**config.mk**
```make
export PLATFORM = sky130hd
export DESIGN_NAME = pgnms_ctrl
export DESIGN_NICKNAME = d
export VERILOG_FILES = /design/src/sv/pgnms_pkg.sv /design/src/sv/pgnms_ctrl.sv
export SDC_FILE = /design/constraint.sdc
export NUM_CORES = 1
export LEC_CHECK = 0
export ABC_AREA = 1
export BUFFER_PORTS_ARGS = -buffer_cell sky130_fd_sc_hd__buf_2
export CORE_AREA = 2 2 39 41
export CTS_BUF_LIST = sky130_fd_sc_hd__clkbuf_4
export DETAILED_ROUTE_END_ITERATION = 12
export DIE_AREA = 0 0 41 43
export PLACE_DENSITY = 0.5
export SETUP_SLACK_MARGIN = 0.1
export SLEW_MARGIN = 20
export SYNTH_ARGS = -nofsm -noshare
export SYNTH_HDL_FRONTEND = slang
export SYNTH_SLANG_ARGS = --single-unit
```
**constraint.sdc**
```tcl
create_clock -name clock -period 1.65 [get_ports clock]
set_clock_uncertainty 0.1 [all_clocks]
set_input_delay 0.495 -clock clock [delete_from_list [all_inputs] [get_ports clock]]
set_output_delay 0.495 -clock clock [all_outputs]
set_load 0.05 [all_outputs]
```
**src/sv/pgnms_pkg.sv**
```systemverilog
`timescale 1ns / 1ps
// ----------------------------------------------------------------------------
// pgnms_pkg
// Shared types and constants for the priority grid nearest-max selector.
// ----------------------------------------------------------------------------
package pgnms_pkg;

   localparam int COORD_W = 5;
   localparam int VALUE_W = 8;
   localparam int SUM_W   = 18;
   localparam int DIST_W  = 17;
   localparam logic [SUM_W-1:0] SUM_MAX = 18'h3FFFF;

   // transaction kind carried on req_tuser
   localparam logic CMD_WRITE  = 1'b0;
   localparam logic CMD_SEARCH = 1'b1;

   // controller -> datapath
   typedef struct packed {
      logic capture;     // latch the request transaction
      logic clr_we;      // clearing pass: zero one entry
      logic wr_rd;       // read the entry addressed by the write
      logic wr_we;       // write the entry and update the total
      logic scan_start;  // reset scan counters and best candidate
      logic scan_issue;  // issue one scan read
      logic load_out;    // load the result register
      logic out_search;  // result comes from the scan
   } cmd_type;

   // datapath -> controller
   typedef struct packed {
      logic clr_last;
      logic scan_last;
      logic wr_ok;
   } status_type;

endpackage

```
**src/sv/pgnms_ctrl.sv**
```systemverilog
`timescale 1ns / 1ps
// ----------------------------------------------------------------------------
// pgnms_ctrl
// Sequencer: clearing pass, write read-modify-write, grid scan, result hand-off.
// ----------------------------------------------------------------------------
module pgnms_ctrl (
   input  logic                  clock,
   input  logic                  reset,
   input  logic                  req_tvalid,
   input  logic                  req_search,
   output logic                  req_tready,
   output logic                  rsp_tvalid,
   input  logic                  rsp_tready,
   input  pgnms_pkg::status_type st,
   output pgnms_pkg::cmd_type    cmd
);

   typedef enum logic [2:0] {
      ST_CLEAR,
      ST_IDLE,
      ST_WR_READ,
      ST_WR_UPD,
      ST_SCAN,
      ST_DRAIN,
      ST_EMIT
   } state_type;

   state_type state_ff, state_in;
   logic      out_valid_ff, out_valid_in;
   logic      search_ff, search_in;
   logic      out_free;

   assign out_free   = !out_valid_ff || rsp_tready;
   assign req_tready = (state_ff == ST_IDLE);
   assign rsp_tvalid = out_valid_ff;

   always_comb begin
      cmd            = '0;
      state_in       = state_ff;
      out_valid_in   = out_valid_ff && !rsp_tready;
      case (state_ff)
         ST_CLEAR: begin
            cmd.clr_we = 1'b1;
            if (st.clr_last) state_in = ST_IDLE;
         end
         ST_IDLE: begin
            if (req_tvalid) begin
               cmd.capture    = 1'b1;
               cmd.scan_start = req_search;
               state_in       = req_search ? ST_SCAN : ST_WR_READ;
            end
         end
         ST_WR_READ: begin
            cmd.wr_rd = 1'b1;
            state_in  = st.wr_ok ? ST_WR_UPD : ST_EMIT;
         end
         ST_WR_UPD: begin
            cmd.wr_we = 1'b1;
            state_in  = ST_EMIT;
         end
         ST_SCAN: begin
            cmd.scan_issue = 1'b1;
            if (st.scan_last) state_in = ST_DRAIN;
         end
         ST_DRAIN: begin
            state_in = ST_EMIT;
         end
         ST_EMIT: begin
            cmd.out_search = search_ff;
            if (out_free) begin
               cmd.load_out = 1'b1;
               out_valid_in = 1'b1;
               state_in     = ST_IDLE;
            end
         end
         default: begin
            state_in = ST_IDLE;
         end
      endcase
   end

   // remember the kind of the transaction in flight for the result select
   always_comb begin
      search_in = search_ff;
      if (cmd.capture) search_in = req_search;
   end

   always_ff @(posedge clock) begin
      if (reset) begin
         state_ff     <= ST_CLEAR;
         out_valid_ff <= 1'b0;
         search_ff    <= 1'b0;
      end else begin
         state_ff     <= state_in;
         out_valid_ff <= out_valid_in;
         search_ff    <= search_in;
      end
   end

endmodule

```
Yosys cells after proc, flatten, opt, wreduce, memory -nomap -nowiden:

Index checks and enable logic that the tools add are counted.
W data, S select, Z words.

* divide/modulo/power cells: 0
* reduce and logical (&&, ||, !) cells: 7
* equality and inequality tests: 10
* shift operators: 0
* bitwise logic cells: 0
* multipliers: 0
* muxes and demuxes: 19
* magnitude comparators: 0
* add/subtract/negate cells: 0

Operators with widths (count)
* $mux W3: 6
* $pmux W3 S6: 1
* $mux W1: 11
* $eq A3 B3 Y1 const B: 3
* $ne A2 B2 Y1 const B: 4
* $eq A3 B2 Y1 const B: 2
* $reduce_and A4 Y1: 1
* $eq A3 B1 Y1 const B: 1
* $logic_not A3 Y1: 1
* $logic_not A1 Y1: 2
* $mux W2: 1
* $reduce_or A2 Y1: 1
* $logic_and A1 B1 Y1: 1
* $logic_or A1 B1 Y1: 1

* word-level logic and storage cells: 39
* latch bits: 0
* RAM bits: 0
* register bits after elaboration: 5
* memories kept: 0
* output and inout port bits: 10
* bits in read-only memories: 0

Longest topological paths before layout:

Gate-level depths: netlist of run 1.

* depth after elaboration: 4
* depth in mapped cells: 9

Worst setup path after synthesis of run 1:

No wires, ideal clock.

* path kind: register to output
* from: register state_ff[0]
* to: output port cmd[3] (netlist name)
* cell stages (with the launch flop): 7
* setup slack: -509 ps
* buffers on the path: 0
* data arrival time: 1564 ps
* path through: dfxtp_1 > inv_2 > nor2_2 > nand2_2 > nor2_2 > nand2_1 > inv_1

RTL lines
* start: declaration: RTL line pgnms_ctrl.sv:28 `state_type state_ff, state_in;`
* start signal: assignment: RTL line pgnms_ctrl.sv:94 `state_ff <= state_in;`
* end: declaration: RTL line pgnms_ctrl.sv:15 `output pgnms_pkg::cmd_type cmd`

==> results.txt, run 1 <==
- The initial antenna violation count was 0.
- The floorplan has 14 rows.
- Total buffers and inverters traversed by the critical path: 3
* Cell area after synthesis: around 390 um2
- Proportion of layout cells with a drive suffix above 1: 52.0%
- HPWL Detailed: between 800 and 900 um
- Synthesis instantiated 16 different standard cells from the library.
- Outcome: finished with violations
- In this design, the stage delay of the slowest critical-path cell is 340 ps.
- Proportion of power drawn by the clock network: 11.6%
* Transition time at the pin with the least slew margin: 250 ps
* Synth top cells by count: 16 x sky130_fd_sc_hd__nand2_1, 12 x sky130_fd_sc_hd__inv_1, 8 x sky130_fd_sc_hd__nor2_1
- Summed over all nets, the switching power comes to 0.000669 W.
- Per-instance average area after synthesis: ~5.7 um2
* Leading cell type by number of instances after synthesis: sky130_fd_sc_hd__nand2_1
* PnR Total Power: 0.00136 W
* Combinational cell fraction of total power: 73.9%
- Number of synthesized register bits: 5
* Vias per cell: 4.37
- Share of async-settable or async-resettable flops after synthesis: 0%
* Setup repair after global routing missed its margin: true
* Number of instances in the synthesized netlist: 68
- Depth of the CTS H-tree: 1
- Summing over every cut layer, the via total after detailed routing is 516.
- Global routing used 14.9% of the available tracks across all layers.
* Horiz. Die Dim: 41 um
- After detailed placement, the total cell area comes to 579 um2.
* Number of warnings reported in the yosys synthesis log: 0
- Portion of the clock cycle consumed by the worst path in the final layout: 107%
- TritonCTS clock tree: yes
* Synthesized Nets: 76
* Die ar.: about 1800 um2
- Number of global-route vias before repair: 501
- In the final routed layout, each cell accounts on average for 9.29 um.
- Summed over all layers, the routed wires come to roughly 1.1 mm.
- Antenna Cells: 0
* Cell type with the highest aggregate area in the netlist: sky130_fd_sc_hd__dfxtp_1
* Leading post-synthesis cells by cell area: sky130_fd_sc_hd__dfxtp_1 26%, sky130_fd_sc_hd__nand2_1 15%, sky130_fd_sc_hd__inv_1 12%
* Number of max-cap violations: 0
- Pin count of the biggest net entering global routing: 6
- Traced cell by cell, the critical path runs through inv_4 > nor2_4 > nand2_2 > nor2_4 > nand2_2 > clkinvlp_4 > buf_8.
- Total setup violations reported at the end of the flow: 9
- Starting DRT DRC Count: 7
- The later pin in the worst-skew pair is clocked with a latency of 240 ps.
* Cell family with most CP delay: flip-flops
* Seq/Total Area, Yosys: 25.7%
- For the finished layout, the period the worst path requires is between 1500 and 2000 ps.
- Areal power density over the cells: roughly 1800 nW/um2
- VDD sags by at most 0.945 mV.
- Summed over all cells, the static leakage comes to 0.382 nW.
- In this run the tool buffered the top-level ports with 17 buffer cells.
- Data arrival time of the worst path: 1170 ps
- In this run the biggest area consumer among cell types represents 25.7% of the synthesized area.
- The floorplan step set the die height to 43 um.
* Wire length of the first global-routing pass: 1.84 mm
- After global routing the overflow that remains totals 0.
* Internal power: 0.000688 W
- Final Max Slew Viols: 0
* Core Region: 1380 um2
* Number of endpoints with negative hold slack in the final report: 0
- CTS Root Buffer Type: sky130_fd_sc_hd__clkbuf_4
- In this run, flip-flops and latches consume 14.4% of the power.
* Min-Delay Path Class: input port to flip-flop
- Yosys mapped a number of flops with a built-in enable equal to 0.
- Remaining max-slew budget at the tightest pin: 83.4%
- In this run, CTS created clock tree buffers numbering 3.
* Post-layout utilization of the core: between 50% and 60%
- Fin Setup TNS: -634 ps
- STA puts the critical path data required time at ~1100 ps.
- DRC violation count after routing: 0
- Final WS setup: -120 ps
- Final nets: between 100 and 150
* Number of clock sinks seen by CTS: 5
- Prevailing post-synth register cell: sky130_fd_sc_hd__dfxtp_1
- Along the worst path, the maximum fanout reaches 2.
- Clock slew at the register clock pins of the worst setup and hold paths: 50 ps
- Final GP Congestion: 0.680
- Hold bufs inserted after CTS: 0
- For this design, the slowest cell found on the critical path is sky130_fd_sc_hd__dfxtp_2.
- Timing would allow up to 565 MHz.
- Starting density of the core: 28.1%
- STA classifies the critical path startpoint as a flip-flop.
- Of the total power, the share spent switching nets is 49.3%.
- After routing the design area is 769 um2.
* Area added between synthesis and finish: 97.7%
- Counting along the longest clock path gives a buffer depth of 2.
- Worst hold slack across all endpoints: between 300 and 400 ps
- Class of the most critical setup path: flip-flop to output port
- The final reports fail on setup timing.
- In this run the count of I/O pins placed on the die edge is 18.
- Once detail routing completed, the nets flagged for antenna violations numbered 0.
- 1st-pass router iterations: 4
- STA classifies the critical path endpoint as an output port.
## stage by stage
stage | setup slack [ps] | instances
6_report | -120 | 118
5_1_grt | -208 | 118
4_1_cts | -126 | 117
3_5_place_dp | -34.9 | 108
3_3_place_gp | -26.7 | 108
2_1_floorplan | -192 | 68
## layer usage
metal	part of all wire, %	vias up	global-route usage, %
met4	0	0	6.00
met2	51	14	22.5
met1	43	226	19.5
li1	-	276	-
met3	5.3	0	3.66
met5	0	-	0
## timing repair
action,4_1_cts,5_1_grt
endpoints found under the setup margin,9,10
endpoints found under the hold margin,0,0
pin swaps,4,1
setup buffers,5,1
resized for setup,27,4
## final cells by class
| class | instances | area (um2) |
|---|---|---|
| flip-flops and latches | 5 | 106 |
| fillers | 133 | 614 |
| inverters | 16 | 68.8 |
| repair buffers | 30 | 263 |
| multi-input cells | 47 | 282 |
| well taps | 16 | 20.0 |
| clock buffers | 4 | 30.0 |
## power by group through the flow
stage	Combinational (W)	Clock [W]	Sequential, W
after floorplan	0.000529	0	0.000199
after global placement	0.000765	0	0.000184
after detailed placement	0.000765	0	0.000184
after CTS	0.000971	0.000164	0.000195
after global routing	0.00109	0.000175	0.000202
final	0.00100	0.000158	0.000196
## placed cells by master, fill, tap and decap left out, drive strengths merged
cell type	instances
nand3b	2
nand2	17
clkbuf	5
nor2	12
o21ai	3
buf	29
a21oi	5
nor3	1
inv	15
dfxtp	5
nand3	6
o21bai	1
clkinvlp	1
## final timing paths
check / end / start / slack [ps] / cells after the start
max reg2reg: state_ff[0] / state_ff[0] / 240 / 9
max: cmd[3] / state_ff[0] / -120 / 7
min: state_ff[1] / reset / 370 / 2
min reg2reg: search_ff / search_ff / 370 / 2
## registers in the layout, summed over array words and instances (netlist names)
register    count
rsp_tvalid      1
search_ff       1
state_ff        3
## kinds of logic (layout without fill, tap and decap cells)
group / count (synthesis) / count (layout) / share of synthesized area, %
DFF: 5 / 5 / 25.7
buffers and inverters: 16 / 50 / 15.4
and+or+nand+nor: 38 / 38 / 46.6
AOI/OAI and AO/OA: 9 / 9 / 12.2
Power figures use the tool's default switching activity.
==> run 2: changes to the inputs <==
==> constraint.sdc (replaced) <==
create_clock -name clock -period 1.89 [get_ports clock]
set_clock_uncertainty 0.1 [all_clocks]
set_input_delay 0.567 -clock clock [delete_from_list [all_inputs] [get_ports clock]]
set_output_delay 0.567 -clock clock [all_outputs]
set_load 0.05 [all_outputs]
==> run 2 against run 1 <==
Net effect: the run now ends clean; sequential cell count is the same; cell count shrank 6.8%; combinational power shrank 22%; first-iteration DRC count shrank 43%; count of clock-buffer cells in the layout is the same; register-to-register slack gained 380 ps; critical path type unchanged; largest power group unchanged.
==> results.txt, run 2 (synthesized netlist as in run 1, its figures left out) <==
- Fmax: 540 MHz
- Worst VDD drop: 0.669 mV
* Number of clock sinks seen by CTS: 5
* Type of element capturing the critical path: output port
- Area added between synthesis and finish: 74.9%
* Areal power density over the cells: between 1500 and 2000 nW/um2
- HPWL Detailed: 739 um
- The top cell types in the final layout, fill and taps aside, are 14 x sky130_fd_sc_hd__nand2_1, 10 x sky130_fd_sc_hd__inv_1, 8 x sky130_fd_sc_hd__buf_2, 6 x sky130_fd_sc_hd__nor2_1.
* Number of global-route vias before repair: 405
* Depth of the CTS H-tree: 1
- At the placement stage, the worst setup path has a slack of approximately 40 ps.
* Total number of vias: 483
* Proportion of layout cells with a drive suffix above 1: 48.9%
- Final nets: 103
- The worst hold path terminates at search_ff.
- The number of max-slew violations in the final report is 0.
- No sink is reached through more buffers than the 2 on the longest clock path.
- The clock reaches the later pin of the worst-skew pair after between 200 and 250 ps.
- Buffers inserted during clock tree synthesis total 3.
* Die ar.: 1760 um2
- Remaining max-slew budget at the tightest pin: about 83%
- Once layout is done, the placed cells without fillers occupy 681 um2.
* Antenna-violating nets left: 0
* Data arrival time of the worst path: approximately 1200 ps
- Most common library cell in the layout ignoring fill and taps: sky130_fd_sc_hd__nand2_1
- Routability-driven placement finished with a final weighted congestion of 0.746.
- Setup violations remaining at the end of the flow were counted as 0.
* Cell depth of the worst flop-to-flop path: 8
- During I/O placement, the number of pins put on the boundary was 18.
* Number of flip-flops under the largest register name: 3
- The critical path is of the flip-flop to output port type.
- Outcome: finished, final reports clean
- Leakage power of the design: 0.347 nW
- 0 antenna diodes ended up in the layout.
* Placement Cell Area: 513 um2
- Count of port buffers added during placement: 17
- Number of endpoints with negative hold slack in the final report: 0
* Core Region: around 1400 um2
* Standard-cell rows: 14
- Routed WL: 991 um
* Starting DRT DRC Count: 4
- The first detailed-routing pass took 2 iterations.
* Register-to-register setup slack: between 600 and 700 ps
- Horiz. Die Dim: 41 um
* Starting density of the core: ~28%
- Portion of the clock cycle consumed by the worst path in the final layout: between 90 and 100%
- Reg with most FFs: state_ff
* List of cells traversed by the critical path: nor2_4 > nand2_4 > nor2_4 > nand2_2 > inv_2 > buf_8
- The cell that appears most often on the critical path is sky130_fd_sc_hd__nor2_4.
* DRC violation count after routing: 0
* Reg-to-reg critical path endpoint: state_ff[0]
- Worst-path cell with the longest stage delay: sky130_fd_sc_hd__dfxtp_4
- GR Util All Layers: 13.2%
- TritonCTS clock tree: yes
- Of all nets on the critical path, the largest fanout is 4.
* Clock slew at the register clock pins of the worst setup and hold paths: 50 ps
- From bottom edge to top edge, the die measures around 43 um.
- Once routing completed, OpenROAD measured the worst setup slack at 37.8 ps.
- Number of max-cap violations: 0
- Wire length of the first global-routing pass: approximately 1.6 mm
- CTS Root Buffer Type: sky130_fd_sc_hd__clkbuf_4
* Pin count of the biggest net entering global routing: 8
- The path class of the tightest hold or removal check is flip-flop to flip-flop.
- The initial antenna violation count is 0.
- Dividing the detail-routed via count by the number of cells gives 4.39.
- Worst min-delay path startpoint: search_ff
- Critical Path RT: about 1200 ps
* Transition time at the pin with the least slew margin: 250 ps
* Setup repair after global routing missed its margin: true
* Total global routing overflow: 0
- Slowest Stage Delay on Critical Path: 360 ps
* Hold Path Cell Cnt: 2
- The worst path needs roughly 1900 ps of the cycle, external delays included.
* Start of the worst register-to-register path: state_ff[1]
* WL per Instance: ~9 um
- The worst setup path is launched from a flip-flop.
run 2: critical path: cells and delay by family (launching register included):
kind                   cells  cell delay [ps]
buffers and inverters      2              190
flip-flops                 1              360
AND/OR/NAND/NOR            4              380
run 2: final cells by class:
type | instances | area [um2]
inverter | 16 | 62.6
multi-input combinational | 47 | 263
fill | 157 | 703
clock buffer | 4 | 30.0
sequential | 5 | 106
timing repair buffer | 22 | 199
tap | 16 | 20.0
run 2: timing repair:
item,CTS,global route
setup endpoints to repair,9,9
hold buffers,0,0
gates resized for setup,22,13
pin swaps,1,4
setup buffers,1,3
run 2: routing by layer:
metal / part of all wire, % / vias to the layer above / global-route usage, %
met5: 0 / - / 0
met2: 51 / 10 / 19.7
met4: 0 / 0 / 8.00
met1: 45 / 214 / 16.2
met3: 4.0 / 0 / 3.14
li1: - / 259 / -
run 2: worst max path at each step:
stage	startpoint	end	slack, ps	cells past startpoint
6_report	state_ff[1]	cmd[3]	40	6
5_1_grt	state_ff[0]	cmd[3]	-40	7
4_1_cts	state_ff[0]	cmd[7]	20	5
3_5_place_dp	req_tvalid	cmd[3]	40	6
3_3_place_gp	req_tvalid	cmd[3]	70	6
2_1_floorplan	state_ff[0]	cmd[3]	-160	6
run 2: stage by stage:
| step | setup TNS, ps | std cells | hold slack, ps | total power (W) | utilization, % |
|---|---|---|---|---|---|
| CTS | 0 | 107 | 392 | 0.000997 | 44.5 |
| finish | 0 | 110 | 386 | 0.00110 | 49.2 |
| detailed placement | 0 | 102 | 386 | 0.000743 | 37.1 |
| floorplan | -158 | 68 | 344 | 0.000623 | - |
| global placement | 0 | 102 | 381 | 0.000749 | 37.1 |
| global route | -67.1 | 110 | 431 | 0.00118 | 49.2 |
run 2: power by group:
part,internal [W],switching [W]
combinational,0.000310,0.000474
sequential,0.000140,0.0000359
clock,0.0000942,0.0000449
total,0.000545,0.000554
==> run 3: changes to the inputs <==
--- a/config.mk
+++ b/config.mk
@@ -5,13 +5,13 @@
 export SDC_FILE = /design/constraint.sdc
 export NUM_CORES = 1
 export LEC_CHECK = 0
-export ABC_AREA = 1
+export ABC_AREA = 0
 export BUFFER_PORTS_ARGS = -buffer_cell sky130_fd_sc_hd__buf_2
 export CORE_AREA = 2 2 39 41
 export CTS_BUF_LIST = sky130_fd_sc_hd__clkbuf_4
 export DETAILED_ROUTE_END_ITERATION = 12
 export DIE_AREA = 0 0 41 43
-export PLACE_DENSITY = 0.5
+export PLACE_DENSITY = 0.48
 export SETUP_SLACK_MARGIN = 0.1
 export SLEW_MARGIN = 20
 export SYNTH_ARGS = -nofsm -noshare
==> run 3 against run 2 <==
Net effect: sequential share of layout area down 0.80 points; register-to-register slack got worse by 270 ps; fmax up 0.35%; non-clock buffer count up 4; sequential cell count did not move; die area stayed put; worst hold slack better by 3.8 ps; count of clock-buffer cells in the layout did not move; combinational power is 55% lower; largest cell class unchanged.
==> results.txt, run 3 <==
* Outcome: finished, final reports clean
- After detailed routing, the number of remaining DRC violations is 0.
* Synth top cells by count: 6 x sky130_fd_sc_hd__a21oi_1, 6 x sky130_fd_sc_hd__nor3b_1, 5 x sky130_fd_sc_hd__dfxtp_1
- For this run, the detailed router's first-pass iteration total came to 1.
- Initial antenna violation count: 0
- Number of instances in the synthesized netlist: just under 50
- The analysis attributes to cell leakage a power of 0.315 nW.
- Data arrival time of the worst path: roughly 1200 ps
- The longest clock path from root to sink contains 2 buffers.
- The number of global-route vias before repair is 398.
* Unique cell type count in the Yosys netlist: 20
- Total setup violations reported at the end of the flow: 0
- Area fraction of the dominant cell type after synthesis: 27.7%
- The tree is rooted in a sky130_fd_sc_hd__clkbuf_4.
- After detailed routing, the average wire length per cell comes to 11.0 um.
- Counting both buffers and inverters, the worst setup path holds a total of 1.
- The layout has 139 filler cells.
- Share of async-settable or async-resettable flops after synthesis: 0%
- Worst hold slack across all endpoints: 390 ps
* Commonest cells after routing, fill and taps aside: 10 x sky130_fd_sc_hd__buf_6, 9 x sky130_fd_sc_hd__buf_2, 6 x sky130_fd_sc_hd__a21oi_1, 5 x sky130_fd_sc_hd__nor3b_4, 5 x sky130_fd_sc_hd__buf_4
* Number of warnings reported in the yosys synthesis log: 0
* Final GP Congestion: around 0.7
- In this run, post-CTS hold repair placed 0 buffers.
- Type of element capturing the critical path: output port
* Sequential Area: between 100 and 150 um2
- The slowest stage of the critical path is the sky130_fd_sc_hd__dfxtp_4 cell.
- Largest driver fanout on the critical path: 5
* Worst VDD drop: 0.390 mV
- The library cell used most frequently in the layout, excluding fill and tap cells, is sky130_fd_sc_hd__buf_6.
- Setup repair after global routing could not meet its margin everywhere.
- Starting density of the core: 26.1%
- For this run, the leading register cell type out of synthesis is sky130_fd_sc_hd__dfxtp_1.
- After synthesis, the cell types taking the most area are sky130_fd_sc_hd__dfxtp_1 28%, sky130_fd_sc_hd__nor3b_1 12%, sky130_fd_sc_hd__a21oi_1 8.3%.
- Count of flip-flops with a built-in enable after synthesis: 0
- The detail route stage leaves a number of antenna-violating nets equal to 0.
* Minimum clock period: about 1800 ps
- Non-filler instance count after layout: 92
* HPWL Detailed: 762 um
- Die ar.: 1760 um2
* Cell area after synthesis: 362 um2
* I/O pins: 18
- After detailed placement, the design holds a cell count of 86.
- Horiz. Die Dim: 41 um
* Standard-cell rows: 14
- The clock net in this run drives a total of 5 sinks.
- Of all cell types, the one taking the most synthesized area is sky130_fd_sc_hd__dfxtp_1.
* Pin count of the biggest net entering global routing: 13
* Remaining max-slew budget at the tightest pin: 80.2%
- Max-cap violations in this run came to 0.
* Class of the most critical setup path: flip-flop to output port
- Fmax: 542 MHz
* TritonCTS clock tree: yes
* Min-Delay Path Class: flip-flop to flip-flop
* Seq/Total Area, Yosys: roughly 28%
* Count of port buffers added during placement: 17
- The later pin in the worst-skew pair is clocked with a latency of 240 ps.
- Slowest Stage Delay on Critical Path: 360 ps
- The number of max-slew violations in the final report was 0.
- In the finished design, the share of the clock period the worst path needs comes to 97.7%.
- The worst setup path is launched from a flip-flop.
- Buffers inserted during clock tree synthesis total 3.
* Total global routing overflow: 0
- Synthesized Nets: 57
* Die Height: 43 um
- Proportion of layout cells with a drive suffix above 1: between 60% and 70%
* Pre-CTS setup slack: -13.4 ps
- The final layout contains routed wiring with a total length of between 1 and 1.5 mm.
* Vias per cell: 4.93
- Cell family with most CP delay: simple AND/OR/NAND/NOR gates
- Power spread over the standard cell area amounts to 868 nW/um2.
- The area growth from synthesis to layout is 103%.
- The number of antenna diodes in the final layout is 0.
- List of cells traversed by the critical path: nor2_4 > and3_4 > and2_4 > buf_8
- Counting flops per register, the top entry is state_ff.
- Critical Path RT: 1220 ps
- In the global route stage, overall resource usage came out at 13.0%.
* Core Region: roughly 1400 um2
- Number of synthesized register bits: 5
- Number of endpoints with negative hold slack in the final report: 0
- Clock-pin slew was measured on the worst setup and hold paths at 40 ps.
* Final WS setup: 44.3 ps
* Final nets: 85
- Total number of vias: 454
- Each instance of the synthesized netlist takes up on average 7.38 um2.
- Starting DRT DRC Count: 0
- Wire length of the first global-routing pass: 1.53 mm
* Depth of the CTS H-tree: 1
- Number of flip-flops under the largest register name: 3
* Footprint of the multi-input gates: 335 um2
- For the pin with the worst max-slew slack, the measured transition is 297 ps.
run 3: cell types whose count changed after synthesis, sizes merged, moves of 3 or more:
cell	previous run	this run
inv	15	4
buf	0	3
nor3b	0	6
nand2	17	4
nand3	6	0
nor2	12	4
run 3: worst min-delay path, stage by stage, from the launching register on:
cell and delay [ps]:
sky130_fd_sc_hd__dfxtp_1 320, sky130_fd_sc_hd__mux2i_1 70, sky130_fd_sc_hd__nor2_1 70
run 3: cells by family after synthesis:
family,after synthesis,synth area share (%)
AOI/OAI and AO/OA,12,22.5
buffers and inverters,7,8.30
DFF,5,27.7
muxes,2,5.54
and+or+nand+nor,23,36.0
run 3: repair_timing:
action	in CTS	in global routing
hold endpoints to repair	0	0
resized for setup	28	4
endpoints found under the setup margin	9	9
pin swaps	3	0
setup buffers	1	1
run 3: final cells by class:
class	instances	area share (%)
Clock buffer	4	4.09
Multi-Input combinational cell	37	45.7
Inverter	4	2.04
Sequential cell	5	14.8
Tap cell	16	2.73
Timing Repair Buffer	26	30.7
run 3: power breakdown:
group          total (W)  internal (W)  switching (W)
Clock           0.000141     0.0000943      0.0000468
Sequential      0.000141      0.000121      0.0000201
Combinational   0.000356      0.000160       0.000196
Total           0.000638      0.000375       0.000262
run 3: final timing paths:
check                                  from          end  slack (ps)  cells after the start
worst min-delay path              search_ff    search_ff         390                      2
worst max register to register  state_ff[2]  state_ff[2]         350                      5
worst max-delay path            state_ff[2]       cmd[3]          40                      4
worst min register to register    search_ff    search_ff         390                      2
run 3: stage by stage:
stage	setup TNS, ps	total power, W	area (um2)	utilization [%]
after floorplan	0	0.000358	449	-
after global placement	-3.67	0.000428	579	41.9
after detailed placement	-24.9	0.000428	579	41.9
after CTS	0	0.000631	718	51.9
after global routing	-3.15	0.000674	734	53.1
final	0	0.000638	734	53.1
run 3: routing by layer:
metal / routed length (um) / vias to the layer above / GRT usage (%)
met3: 60 / 2 / 3.66
met5: 0 / - / 0
met4: 18 / 0 / 8.00
li1: - / 235 / -
met1: 430 / 203 / 14.4
met2: 501 / 14 / 20.6
